<file path="src/rtl/kwi_pkg.sv">
package kwi_pkg;

    // default sizes of the word table and position limits
    localparam int WORD_TABLE_DEPTH = 65536;
    localparam int MAX_REPS         = 8;
    localparam int MAX_SEQ_LEN      = 65536;

    // fixed field widths
    localparam int HIST_DEPTH = 8;
    localparam int HIST_IW    = 3;
    localparam int ALPHA_W    = 5;
    localparam int WLEN_W     = 4;
    localparam int WEIGHT_W   = 16;
    localparam int LETTER_W   = 5;
    localparam int WORD_W     = 16;
    localparam int HITS_W     = 4;
    localparam int POS_OUT_W  = 16;
    localparam int COMMON_W   = 17;
    localparam int CFG_W      = 16;
    localparam int CFG_IDX_W  = 2;

    // register reset values
    localparam logic [ALPHA_W-1:0]  ALPHA_RESET  = 5'd4;
    localparam logic [WLEN_W-1:0]   WLEN_RESET   = 4'd8;
    localparam logic [WEIGHT_W-1:0] WEIGHT_RESET = 16'd16384;

    typedef enum logic [CFG_IDX_W-1:0] {
        CFG_ALPHA_SIZE        = 2'd0,
        CFG_WORD_LENGTH       = 2'd1,
        CFG_HIGH_PLACE_WEIGHT = 2'd2
    } t_cfg_idx;

    // table access strobes
    typedef struct packed {
        logic rd;
        logic cnt_we;
        logic pos_we;
    } t_tbl_ctl;

endpackage

</file>
<file path="src/rtl/kwi_word_roll.sv">
module kwi_word_roll #(
    parameter int MAX_SEQ_LEN = kwi_pkg::MAX_SEQ_LEN,
    localparam int SEEN_W = $clog2(MAX_SEQ_LEN + 1)
) (
    input  logic                          i_clk,
    input  logic                          i_rst_n,
    input  logic                          i_step,
    input  logic                          i_first,
    input  logic [kwi_pkg::LETTER_W-1:0]  i_letter,
    input  logic [kwi_pkg::ALPHA_W-1:0]   i_alpha,
    input  logic [kwi_pkg::WLEN_W-1:0]    i_wlen,
    input  logic [kwi_pkg::WEIGHT_W-1:0]  i_weight,
    output logic [kwi_pkg::WORD_W-1:0]    o_word,
    output logic                          o_complete,
    output logic [SEEN_W-1:0]             o_pos
);

    localparam int PROD_W = kwi_pkg::WORD_W + kwi_pkg::ALPHA_W;

    logic [kwi_pkg::WORD_W-1:0]   r_word;
    logic [SEEN_W-1:0]            r_seen;
    logic [kwi_pkg::LETTER_W-1:0] r_hist [kwi_pkg::HIST_DEPTH];

    logic [kwi_pkg::WLEN_W-1:0]   k;
    logic [kwi_pkg::HIST_IW-1:0]  km1;
    logic [kwi_pkg::LETTER_W-1:0] lt;
    logic [kwi_pkg::WORD_W-1:0]   base_word;
    logic [SEEN_W-1:0]            base_seen;
    logic [kwi_pkg::LETTER_W-1:0] n_hist [kwi_pkg::HIST_DEPTH];
    logic [PROD_W-1:0]            grow;
    logic [PROD_W-1:0]            drop;
    logic [kwi_pkg::WORD_W-1:0]   w;
    logic [kwi_pkg::WORD_W-1:0]   n_word;
    logic [SEEN_W:0]              seen_inc;
    logic [SEEN_W-1:0]            n_seen;
    logic [SEEN_W-1:0]            diff;

    always_comb begin
        if (i_wlen == '0) begin
            k = kwi_pkg::WLEN_W'(1);
        end else if (i_wlen > kwi_pkg::WLEN_W'(kwi_pkg::HIST_DEPTH)) begin
            k = kwi_pkg::WLEN_W'(kwi_pkg::HIST_DEPTH);
        end else begin
            k = i_wlen;
        end
        km1 = kwi_pkg::HIST_IW'(k - kwi_pkg::WLEN_W'(1));

        lt = (i_letter >= i_alpha) ? '0 : i_letter;

        // a first letter starts from a cleared word
        base_word = i_first ? '0 : r_word;
        base_seen = i_first ? '0 : r_seen;
        n_hist[0] = lt;
        for (int i = 1; i < kwi_pkg::HIST_DEPTH; i++) begin
            n_hist[i] = i_first ? '0 : r_hist[i-1];
        end

        grow = PROD_W'(base_word) * PROD_W'(i_alpha);
        w    = kwi_pkg::WORD_W'(grow + PROD_W'(lt));
        drop = PROD_W'(n_hist[km1]) * PROD_W'(i_weight);
        n_word = w - kwi_pkg::WORD_W'(drop);

        o_complete = base_seen >= SEEN_W'(km1);

        seen_inc = (SEEN_W + 1)'(base_seen) + (SEEN_W + 1)'(1);
        n_seen   = (seen_inc >= (SEEN_W + 1)'(MAX_SEQ_LEN)) ? SEEN_W'(MAX_SEQ_LEN)
                                                           : SEEN_W'(seen_inc);

        diff  = base_seen - SEEN_W'(km1);
        o_pos = (diff > SEEN_W'(MAX_SEQ_LEN - 1)) ? SEEN_W'(MAX_SEQ_LEN - 1) : diff;
        o_word = w;
    end

    always_ff @(posedge i_clk) begin
        if (!i_rst_n) begin
            r_word <= '0;
            r_seen <= '0;
            for (int i = 0; i < kwi_pkg::HIST_DEPTH; i++) begin
                r_hist[i] <= '0;
            end
        end else if (i_step) begin
            r_word <= o_complete ? n_word : w;
            r_seen <= n_seen;
            for (int i = 0; i < kwi_pkg::HIST_DEPTH; i++) begin
                r_hist[i] <= n_hist[i];
            end
        end
    end

endmodule

</file>
<file path="config.mk">
export PLATFORM = sky130hd
export DESIGN_NAME = kwi_word_roll
export DESIGN_NICKNAME = d
export VERILOG_FILES = /design/src/rtl/kwi_pkg.sv /design/src/rtl/kwi_word_roll.sv
export SDC_FILE = /design/constraint.sdc
export NUM_CORES = 1
export LEC_CHECK = 0
export ABC_CLOCK_PERIOD_IN_PS = 12190
export BUFFER_PORTS_ARGS = -buffer_cell sky130_fd_sc_hd__buf_4
export CORE_MARGIN = 1.5
export CORE_UTILIZATION = 50
export CTS_CLUSTER_DIAMETER = 30
export CTS_CLUSTER_SIZE = 12
export DETAILED_ROUTE_END_ITERATION = 12
export MAX_ROUTING_LAYER = met4
export PLACE_DENSITY_LB_ADDON = 0.25
export RECOVER_POWER = 25
export SYNTH_ARGS = -nofsm -noshare
export SYNTH_HDL_FRONTEND = slang
export SYNTH_SLANG_ARGS = --single-unit
</file>
<file path="constraint.sdc">
create_clock -name i_clk -period 12.19 [get_ports i_clk]
set_input_delay 2.438 -clock i_clk [delete_from_list [all_inputs] [get_ports i_clk]]
set_output_delay 2.438 -clock i_clk [all_outputs]
set_load 0.02 [all_outputs]
</file>
After elaboration in Yosys (flattened, before gate mapping)
Memories as Yosys holds them, arrays and structs flattened.
Index checks and enable logic that the tools add are counted.
- bits in latches: 0
- memories: 1
- register bits after elaboration: 33
- bits in writable memories: 40
- logic and storage cells: 56
- ROM bits: 0
- input port bits: 34
- memory list (memory ; words ; bits a word ; rd ports ; clocked after Yosys merged registers in ; write ports ; line ; text):
    r_hist ; 8 ; 5 ; 7 ; 0 ; 8 ; kwi_word_roll.sv:22 ; logic [kwi_pkg::LETTER_W-1:0] r_hist [kwi_pkg::HIST_DEPTH];
- reductions and logical operators: 1
- add/sub/neg operators: 5
- equal/unequal tests: 0
- muxes and demuxes: 30
- shift operators: 0
- $lt $le $gt $ge: 6
- bitwise gates (word level): 9
- div/mod/pow operators: 0
- multipliers: 2
- operators by type and width (cell ; number):
    2-to-1 mux 5 bit ; 18
    2-to-1 mux 17 bit ; 3
    2-to-1 mux 16 bit ; 2
    adder 17 x 1 -> 18 bit (second input constant) ; 1
    >= comparator 18 x 17 -> 1 bit (second input constant) ; 1
    >= comparator 17 x 3 -> 1 bit ; 1
    > comparator 17 x 16 -> 1 bit (second input constant) ; 1
    subtractor 17 x 3 -> 17 bit ; 1
    adder 16 x 5 -> 16 bit ; 1
    multiplier 16 x 5 -> 16 bit ; 1
    multiplier 5 x 16 -> 16 bit ; 1
    subtractor 16 bit ; 1
    binary-select mux 5 bit (select 3 bit) ; 1
    bitwise OR 1 bit ; 8
    2-to-1 mux 3 bit ; 2
    >= comparator 5 bit ; 1
    >= comparator 4 bit (second input constant) ; 1
    > comparator 4 bit (second input constant) ; 1
    zero test 4 bit ; 1
    2-to-1 mux 1 bit ; 4
    NOT 3 -> 4 bit ; 1
    subtractor 3 x 1 -> 3 bit (second input constant) ; 1

Logic depth before layout (Yosys ltp)
Gate-level depths: netlist (run 1).
- word-level depth: 11
- depth in mapped cells: 35

Worst setup path after synthesis (run 1)
No wires, ideal clock.
- path type: input port to flip-flop
- start: input i_alpha[2] (netlist name)
- end: register r_word[15] (netlist name)
- buffers on the path: 1
- slack: 1.859 ns
- cell stages on the path: 34
- arrival: 10.247 ns
- data required time: 12.106 ns
- path through: clkbuf_1 > inv_1 > ha_1 > a21oi_1 > o21ai_0 > a31oi_1 > nand2_1 > fa_1 > fa_1 > fa_1 > inv_1 > ha_1 > a21o_1 > a21oi_1 > nor2b_1 > o21a_1 > o21ai_0 > nand2b_1 > a211oi_1 > xnor2_1 > inv_1 > fa_1 > fa_1 > fa_1 > inv_1 > ha_1 > nand3_1 > nor4_1 > and2_1 > a21oi_1 > a311oi_1 > xnor2_1 > and3_1 > o31ai_2
- RTL lines (what ; line ; text):
    from (decl) ; kwi_word_roll.sv:10 ; input logic [kwi_pkg::ALPHA_W-1:0] i_alpha,
    branches (longest 2 deep; another with multiplier 16 x 5 -> 16 bit) ; -- ;
    adder 16 x 5 -> 16 bit * ; kwi_word_roll.sv:59 ; w = kwi_pkg::WORD_W'(grow + PROD_W'(lt));
    net o_word (one bit) ; kwi_word_roll.sv:13 ; output logic [kwi_pkg::WORD_W-1:0] o_word,
    subtractor 16 bit * ; kwi_word_roll.sv:61 ; n_word = w - kwi_pkg::WORD_W'(drop);
    2-to-1 mux 16 bit * ; kwi_word_roll.sv:82 ; r_word <= o_complete ? n_word : w;
    to (signal assigned) ; kwi_word_roll.sv:82 ;
    to (decl) ; kwi_word_roll.sv:20 ; logic [kwi_pkg::WORD_W-1:0] r_word;
Mark *: on every way through the listed nets, which the timed path passes. The select of a mux whose other input is x is not followed.
A chain may end at the register's enable or synchronous reset.

Final worst setup path (run 1)
- start: input i_alpha[2] (netlist name)
- end: register r_word[15] (netlist name)
- longest elaborated chain between the ends: 8
- ends and longest elaborated chain (what ; line ; text):
    >= comparator 5 bit ; kwi_word_roll.sv:48 ; lt = (i_letter >= i_alpha) ? '0 : i_letter;
    2-to-1 mux 5 bit ; kwi_word_roll.sv:48 ;
    binary-select mux 5 bit (select 3 bit) ; kwi_word_roll.sv:60 ; drop = PROD_W'(n_hist[km1]) * PROD_W'(i_weight);
    2-to-1 mux 5 bit (implied by the code) (2 in series) ; kwi_word_roll.sv:60 ;
    multiplier 5 x 16 -> 16 bit ; kwi_word_roll.sv:60 ;
    subtractor 16 bit ; kwi_word_roll.sv:61 ;
    2-to-1 mux 16 bit * ; kwi_word_roll.sv:82 ;
Every way passes the cells marked *; elsewhere a longest branch is shown, timed or not. The select of a mux whose other input is x is not followed.

==> metrics.txt, run 1 <==
DP Area=9410 µm²; largest net degree at the start of global routing=51; Worst EP required=12440 ps; Yosys cell types=71; power per cell area=159 nW/µm²; remaining global-route overflow=0; Max-Slew Margin vs Limit=-29.6%; multi-input logic area=6350 µm²; Max-Cap Viols=1; Comb power frac=~65%; Static Leak=4.49 nW; Die ar.=18400 µm²; clock root buffer=clkbuf_16; Yosys reg bits=68; cell family with most CP delay=adder cells; global-route usage over all layers=25.2%; critical path depth=32; worst min path class=flip-flop to flip-flop; share of flip-flops with an asynchronous set or reset=0%; Die Y=136 µm; FF/Latch Area=roughly 1700 µm²; CTS tree=yes; GPL Wtd Cong=0.859; status=complete, but fails checks; commonest cells after routing, fill and taps aside=inv_1, nand2_1, fa_1; Synth Flop Type=edfxtp_1; Reg2Reg Depth=27; VDD IR max=0.141 mV; crit-path max cell delay=660 ps; failing checks=capacitance limit, slew limit; Initial Utilization=50.9%; Final Hold Viols=0; Int Pwr=840 µW; Setup Crit Path Kind=input pin to flip-flop; Post-Route WL=20800 µm; Nets=1260; commonest non-fill, non-tap cell in the layout=inv_1; initial antenna violation count=0; vias=slightly above 7000; TritonCTS Buffers=9; Top cell by count, worst path=fa_1; DIE WIDTH=136 µm; yosys warns=0; CP max FO=15; CP startpoint kind=input pin; Final setup viols=0; Post-CTS Setup Bufs=0; I/O pin count=68; IO buf count=66; Syn Area/Cell=8.43 µm²; measured slew at the worst slew-check pin=1940 ps; clock-pin slew on the worst setup and hold paths=60 ps; switching power total=700 µW; crit share post-route=86.8%; clock sinks=68; Worst path slowest cell=a2111oi_0; share of total power in sequential cells=17.7%; clock tree buffer depth=2; Bufs and invs on worst path=5; first-pass GRT wire length=between 30000 and 40000 µm; vias in the first global route=~7200; n_diodes=0; maximum clock rate=around 0.095 GHz; Mapped Area=8780 µm²; Wirelength per Cell=15.9 µm; post-route ant nets=0; dpl hpwl=16400 µm; Hold Buf Count CTS=0; via/cell ratio=5.52; Setup crit end kind=flip-flop; share of cells above drive strength 1=9.86%; Cells after Synth=between 1000 and 1500; core footprint=between 15000 and 20000 µm²; Pre-Repair DR Iteration Count=6; clock power share=17.7%; final slew viol count=36; post-CTS resize count=0; skew final=about 8 ps; Area Growth Syn to Fin=10.6%; post-route design area=9710 µm²; syn nets=roughly 1200; sequential share of the synthesized area=19.5%; crit path DAT=~11000 ps; worst hold stages=2; Final min period=10580 ps; Residual DRC=0; Fill cells=1613; # H-tree levels=3; Setup TNS=0 ps; row cnt=48; worst skew pair latency=roughly 340 ps; unrepaired setup endpoints after global routing=false; EDFF count, synth=35; Switching Fraction=45.5%; First DRT Iteration DRCs=535
## through the flow
step | std cells | hold WS, ps | util, % | worst slack, ps | power [mW]
finish | 1310 | 498 | 56.4 | 1610 | 1.54
global route | 1310 | 521 | 56.4 | 1080 | 1.69
CTS | 1310 | 500 | 56.4 | 1680 | 1.55
detailed placement | 1294 | 484 | 54.6 | 1340 | 1.27
global placement | 1294 | 450 | 54.6 | 1550 | 1.26
floorplan | 1042 | 435 | - | 1860 | 1.05
## layer usage
layer	part of all wire, %	track usage (%)	up-vias
li1	-	-	3520
met1	43	32.1	3479
met2	50	43.5	197
met3	5.5	3.52	29
met4	1.4	4.48	0
met5	0	-	-
## state kept, by name, indices dropped and copies added, names as in the netlist
register	flops
r_hist	35
r_word	16
r_seen	17
## power groups by stage
stage               Clock, mW  Sequential [mW]  Combinational [mW]
floorplan                   0            0.271               0.776
global placement            0            0.278               0.979
detailed placement          0            0.277               0.992
CTS                     0.274            0.273               0.998
global route            0.284            0.275                1.13
finish                  0.272            0.273               0.995
## area by class of cell
type                       instances  area share (%)
clock inverter                     7           0.837
sequential                        68            17.6
clock buffer                       9            2.32
timing repair buffer              73            5.56
tap                              225            2.90
multi-input combinational        789            65.4
inverter                         139            5.40
## synthesized netlist by cell type, drive strengths merged, types with 4 or more instances
master | count | share of area (%)
o21ai | 62 | 3.5
o211ai | 7 | 0.60
clkbuf | 39 | 1.7
inv | 139 | 6.0
o22ai | 5 | 0.43
mux2 | 5 | 0.73
nor2 | 56 | 2.4
nand2b | 9 | 0.64
ha | 59 | 8.4
nor3 | 16 | 0.97
mux2i | 8 | 0.91
a32oi | 4 | 0.40
and3 | 33 | 2.4
and2 | 89 | 6.3
a21oi | 38 | 2.2
nand2 | 128 | 5.5
dfxtp | 33 | 7.5
a21o | 6 | 0.51
nor2b | 29 | 2.2
xnor2 | 26 | 2.6
or3 | 7 | 0.50
xor2 | 15 | 1.7
nand3 | 20 | 1.1
o21a | 9 | 0.77
buf | 7 | 0.56
o31ai | 9 | 0.83
a211oi | 7 | 0.60
o211a | 5 | 0.57
a31oi | 7 | 0.50
fa | 87 | 20
nor4 | 5 | 0.36
edfxtp | 35 | 12
## kinds of logic after synthesis
logic type | Yosys count | synth area share [%]
AOI/OAI and AO/OA | 183 | 14.0
xor gates and xnor gates | 42 | 4.56
adders and majority gates | 146 | 28.2
buffers and inverters | 185 | 8.21
DFF | 68 | 19.5
muxes | 16 | 2.41
other | 1 | 0.0427
and+or+nand+nor | 401 | 23.1
## final timing paths
path         startpoint         end  slack (ps)
max          i_alpha[2]  r_word[15]        1610
min          r_word[15]  r_word[15]         500
max reg2reg   r_word[0]  r_word[15]        4380
min reg2reg  r_word[15]  r_word[15]         500
## worst reg2reg max path: stages, from the launching register on
cell       delay, ps
dfxtp_1          370
nor2b_1          200
nand2_1          110
fa_1             530
fa_1             530
fa_1             540
inv_1             40
ha_1             340
o21ai_0          170
nor2_1            90
nor4_1           290
nor3_1           100
a2111oi_0        660
xnor2_1          290
inv_1            120
fa_1             580
fa_1             450
fa_1             540
inv_1             40
ha_1             360
nand3_1          130
nor4_1           160
and2_1           150
a21oi_1          100
a311oi_1         310
xnor2_1          120
and3_1           200
o31ai_2          200
Power figures use the tool's default switching activity.
==> run 2, diff against run 1 <==
--- a/config.mk
+++ b/config.mk
@@ -5,13 +5,12 @@
 export SDC_FILE = /design/constraint.sdc
 export NUM_CORES = 1
 export LEC_CHECK = 0
-export ABC_CLOCK_PERIOD_IN_PS = 12190
-export BUFFER_PORTS_ARGS = -buffer_cell sky130_fd_sc_hd__buf_4
-export CORE_MARGIN = 1.5
+export ABC_CLOCK_PERIOD_IN_PS = 10100
 export CORE_UTILIZATION = 50
 export CTS_CLUSTER_DIAMETER = 30
 export CTS_CLUSTER_SIZE = 12
 export DETAILED_ROUTE_END_ITERATION = 12
+export DONT_BUFFER_PORTS = 1
 export MAX_ROUTING_LAYER = met4
 export PLACE_DENSITY_LB_ADDON = 0.25
 export RECOVER_POWER = 25
==> constraint.sdc (replaced) <==
create_clock -name i_clk -period 10.1 [get_ports i_clk]
set_input_delay 2.02 -clock i_clk [delete_from_list [all_inputs] [get_ports i_clk]]
set_output_delay 2.02 -clock i_clk [all_outputs]
set_load 0.02 [all_outputs]
==> metrics.txt, run 2 (same netlist as run 1, synthesis figures left out) <==
Comb power frac=63.4% (was 64.6%); dpl ws=339 ps (was 1340 ps); worst skew pair latency=340 ps (about the same); clock-pin slew on the worst setup and hold paths=60 ps (about the same); vias in the first global route=7170 (was 7178); share of cells above drive strength 1=5.69% (was 9.86%); Worst path slowest cell=fa_1 (was a2111oi_0); Area Growth Syn to Fin=6.67% (was 10.6%); IO buf count=0 (was 66); post-layout util=54.3% (was 56.4%); VDD IR max=0.268 mV (was 0.141 mV); via/cell ratio=5.61 (was 5.52); Top cell by count, worst path=fa_1 (unchanged); commonest non-fill, non-tap cell in the layout=inv_1 (unchanged); crit share post-route=94.2%; max reg flops=35 (unchanged); commonest cells after routing, fill and taps aside=inv_1, nand2_1, fa_1 (unchanged); r2r setup slk=2440 ps (was 4380 ps); crit path DAT=9780 ps (was 10830 ps); Setup crit end kind=flip-flop (unchanged); Static Leak=4.27 nW (was 4.49 nW); power per cell area=197 nW/µm² (was 159 nW/µm²); TritonCTS Buffers=9 (unchanged); DIE WIDTH=135 µm (was 136 µm); I/O pin count=68 (unchanged); GPL Wtd Cong=0.868 (was 0.859); CP startpoint kind=input pin (unchanged); Wirelength per Cell=16.8 µm (was 15.9 µm); Max-Slew Margin vs Limit=-43.6% (was -29.6%); skew final=5.18 ps (was 7.85 ps); Int Pwr=1.02 mW (was 840 µW); measured slew at the worst slew-check pin=2150 ps (was 1940 ps); Top Registers=r_hist: 35 flops, r_seen: 17 flops, r_word: 16 flops (unchanged); Switching Fraction=44.6% (was 45.5%); First DRT Iteration DRCs=509 (was 535); remaining global-route overflow=0 (unchanged); Die ar.=18100 µm² (was 18400 µm²); CTS tree=yes (unchanged); global-route usage over all layers=25.6% (was 25.2%); Initial Utilization=50.9% (unchanged); Post-Route WL=21100 µm (was 20800 µm); CP max FO=15 (unchanged); dpl hpwl=16700 µm (was 16400 µm); post-route ant nets=0 (unchanged); # H-tree levels=3 (unchanged); worst min path class=flip-flop to flip-flop (unchanged); crit-path max cell delay=560 ps (was 660 ps); core footprint=17200 µm² (unchanged); Final Hold Viols=0 (unchanged); unrepaired setup endpoints after global routing=false (unchanged); final slew viol count=41 (was 36); largest net degree at the start of global routing=51 (unchanged); Worst EP required=10360 ps (was 12440 ps); vias=7078 (was 7225); Setup Crit Path Kind=input pin to flip-flop (unchanged); final worst slack=583 ps (was 1610 ps); clock power share=18.9% (was 17.7%); clock root buffer=clkbuf_16 (unchanged); share of total power in sequential cells=17.8% (was 17.7%); Setup TNS=0 ps (unchanged); Post-CTS Setup Bufs=0 (unchanged); n_diodes=0 (unchanged); Die Y=135 µm (was 136 µm); Largest Register=r_hist (unchanged); first-pass GRT wire length=35400 µm (was 35800 µm); clock sinks=68 (unchanged); initial antenna violation count=0 (unchanged); Max-Cap Viols=1 (unchanged); Hold Buf Count CTS=0 (unchanged); Pre-Repair DR Iteration Count=5 (was 6); post-CTS resize count=0 (unchanged); Residual DRC=0 (unchanged); status=complete, but fails checks (unchanged); row cnt=48 (unchanged); failing checks=capacitance limit, slew limit (unchanged); maximum clock rate=~0.11 GHz; worst hold stages=2 (unchanged); Reg2Reg Depth=29 (was 27); Final setup viols=0 (unchanged); Final min period=roughly 9500 ps; Nets=1211 (was 1260); switching power total=824 µW (was 700 µW); clock tree buffer depth=2 (unchanged)
-- run 2: layout make-up --
cell class                      count  area [µm²]
Clock buffer                        9         225
Multi-Input combinational cell    789        6350
Fill cell                        1618        7870
Tap cell                          225         282
Timing Repair Buffer               24         176
Sequential cell                    68        1710
Inverter                          139         524
Clock inverter                      7        98.8
-- run 2: through the flow --
stage                     hold slack (ps)  cells  power, mW  instance area [µm²]
after floorplan                       435   1042       1.26                 8780
after global placement                466   1245       1.49                 9050
after detailed placement              466   1245       1.50                 9050
after CTS                             480   1261       1.86                 9370
after global routing                  508   1261       2.03                 9370
final                                 478   1261       1.85                 9370
-- run 2: path summary, 6_finish.rpt --
| path | from | end |
|---|---|---|
| min reg2reg | r_seen[2] | r_seen[2] |
| min | r_seen[2] | r_seen[2] |
| max | i_alpha[2] | r_word[15] |
| max reg2reg | r_word[0] | r_word[15] |
-- run 2: per-layer routing --
metal / up-vias / GRT usage (%) / wire, µm
met5: - / - / 0
met4: 0 / 7.62 / 428
met3: 35 / 4.69 / 1100
met2: 165 / 43.5 / 10600
met1: 3446 / 31.1 / 9030
li1: 3432 / - / -
-- run 2: worst max-delay path, delay by kind of cell --
| kind | cells | cell delay [ps] |
|---|---|---|
| buffers and inverters | 4 | 340 |
| and+or+nand+nor | 7 | 1010 |
| adders and majority gates | 9 | 3920 |
| AOI/OAI and AO/OA | 11 | 2130 |
| xor gates and xnor gates | 2 | 330 |
-- run 2: power groups by stage --
| stage | Sequential, mW | Clock (mW) | Combinational (mW) |
|---|---|---|---|
| after detailed placement | 0.334 | 0 | 1.17 |
| after global routing | 0.331 | 0.364 | 1.33 |
| after CTS | 0.328 | 0.354 | 1.18 |
| after floorplan | 0.327 | 0 | 0.937 |
| after global placement | 0.334 | 0 | 1.16 |
| final | 0.329 | 0.349 | 1.17 |
==> run 3, diff against run 2 <==
--- a/config.mk
+++ b/config.mk
@@ -5,7 +5,7 @@
 export SDC_FILE = /design/constraint.sdc
 export NUM_CORES = 1
 export LEC_CHECK = 0
-export ABC_CLOCK_PERIOD_IN_PS = 10100
+export ABC_CLOCK_PERIOD_IN_PS = 7800
 export CORE_UTILIZATION = 50
 export CTS_CLUSTER_DIAMETER = 30
 export CTS_CLUSTER_SIZE = 12
==> constraint.sdc (replaced) <==
create_clock -name i_clk -period 7.8 [get_ports i_clk]
set_input_delay 1.56 -clock i_clk [delete_from_list [all_inputs] [get_ports i_clk]]
set_output_delay 1.56 -clock i_clk [all_outputs]
set_load 0.02 [all_outputs]
==> metrics.txt, run 3 (same netlist as run 1, synthesis figures left out) <==
vias in the first global route=7409 (was 7170); CP startpoint kind=input pin (unchanged); vias=7343 (was 7078); skew final=9.11 ps (was 5.18 ps); Area Growth Syn to Fin=19.5% (was 6.67%); first-pass GRT wire length=36200 µm (was 35400 µm); Final setup viols=4 (was 0); Fill cells=1504 (was 1618); Wirelength per Cell=16.1 µm (was 16.8 µm); post-route design area=10500 µm² (was 9370 µm²); I/O pin count=68 (unchanged); final slew viol count=36 (was 41); Post-Route WL=21600 µm (was 21100 µm); remaining global-route overflow=0 (unchanged); core footprint=17200 µm² (unchanged); crit path DAT=8430 ps (was 9780 ps); Largest Register=r_hist (unchanged); VDD IR max=0.201 mV (was 0.268 mV); Pre-Repair DR Iteration Count=5 (unchanged); dpl cells=1319 (was 1245); Worst path slowest cell=fa_1 (unchanged); IO buf count=0 (unchanged); Worst EP required=8050 ps (was 10360 ps); Final Hold Viols=0 (unchanged); via/cell ratio=5.45 (was 5.61); Finished Layout Cells=1347 (was 1261); maximum clock rate=0.122 GHz; commonest cells after routing, fill and taps aside=nand2_1, inv_1, buf_4 (was inv_1, nand2_1, fa_1); Setup Crit Path Kind=input pin to flip-flop (unchanged); Die ar.=18100 µm² (unchanged); status=complete, but fails checks (unchanged); max reg flops=35 (unchanged); DIE WIDTH=135 µm (unchanged); clock root buffer=clkbuf_16 (unchanged); Top cell by count, worst path=fa_1 (unchanged); Final min period=8170 ps; crit share post-route=105%; post-route ant nets=0 (unchanged); Setup TNS=-1120 ps (was 0 ps); GPL Wtd Cong=0.889 (was 0.868); unrepaired setup endpoints after global routing=true (was false); power per cell area=297 nW/µm² (was 197 nW/µm²); failing checks=capacitance limit, slew limit, setup timing (was capacitance limit, slew limit); TritonCTS Buffers=9 (unchanged); clock tree buffer depth=2 (unchanged); initial antenna violation count=0 (unchanged); # H-tree levels=3 (unchanged); Die Y=135 µm (unchanged); share of cells above drive strength 1=19.6% (was 5.69%); n_diodes=0 (unchanged); Initial Utilization=50.9% (unchanged); global-route usage over all layers=25.9% (was 25.6%); Residual DRC=0 (unchanged); Nets=1297 (was 1211); Max-Slew Margin vs Limit=-26.7% (was -43.6%); largest net degree at the start of global routing=51 (unchanged); Top Registers=r_hist: 35 flops, r_seen: 17 flops, r_word: 16 flops (unchanged); worst min path class=flip-flop to flip-flop (unchanged); final worst slack=-373 ps (was 583 ps); worst skew pair latency=340 ps (about the same); row cnt=48 (unchanged); First DRT Iteration DRCs=326 (was 509); clock sinks=68 (unchanged); Hold Buf Count CTS=0 (unchanged); clock-pin slew on the worst setup and hold paths=60 ps (about the same); Max-Cap Viols=1 (unchanged); Setup crit end kind=flip-flop (unchanged); CP max FO=15 (unchanged); commonest non-fill, non-tap cell in the layout=nand2_1 (was inv_1); CTS tree=yes (unchanged); Static Leak=4.74 nW (was 4.27 nW); dpl hpwl=16800 µm (was 16700 µm); crit-path max cell delay=530 ps (was 560 ps); DP Area=9810 µm² (was 9050 µm²); measured slew at the worst slew-check pin=1900 ps (was 2150 ps)
==> run 3: final timing paths <==
path,end,slack [ps],startpoint,depth (start not counted)
worst max-delay path,r_word[15],-370,i_alpha[2],34
worst min-delay path,r_word[15],490,r_word[15],2
worst max register to register,r_word[15],730,r_word[1],30
worst min register to register,r_word[15],490,r_word[15],2
==> run 3: cell type report <==
type / instances / area, µm² / share of cell area [%]
clock buffer: 9 / 225 / 2.15
clock inverter: 7 / 85.1 / 0.811
inverter: 139 / 537 / 5.12
multi-input combinational: 789 / 6820 / 65.0
sequential: 68 / 1710 / 16.3
tap: 225 / 282 / 2.68
timing repair buffer: 110 / 830 / 7.91
==> run 3: where the power goes <==
part,internal (mW),switching (mW)
registers,0.404,0.0215
logic,1.14,1.13
clock network,0.253,0.175
total,1.80,1.32
==> run 3: routing by layer <==
layer	track usage, %	vias to the layer above	share of wire (%)
met5	-	-	0
met4	6.49	0	1.2
met3	3.75	22	3.7
met2	41.3	143	48
met1	34.7	3578	47
li1	-	3600	-
==> run 3: stage by stage <==
stage               hold slack, ps  power (mW)  worst slack, ps  util (%)
floorplan                      435        1.74             -763         -
global placement               467        2.30             -734      56.9
detailed placement             480        2.34             -839      56.9
CTS                            493        2.87             -292      59.7
global route                   519        3.36             -703      60.9
finish                         495        3.12             -373      60.9
==> run 3: timing repair <==
action,in CTS,in global routing
pin swaps,41,48
cloned,0,0
gates resized for setup,27,36
setup buffers,6,10
setup endpoints to repair,7,10
==> run 3: critical path, delay by kind of cell <==
family | cells | cell delay [ps]
adder cells (fa/ha/maj) | 9 | 3680
AO/OA/AOI/OAI | 13 | 1960
buffers and inverters | 6 | 530
AND/OR/NAND/NOR | 4 | 410
XOR/XNOR | 2 | 280
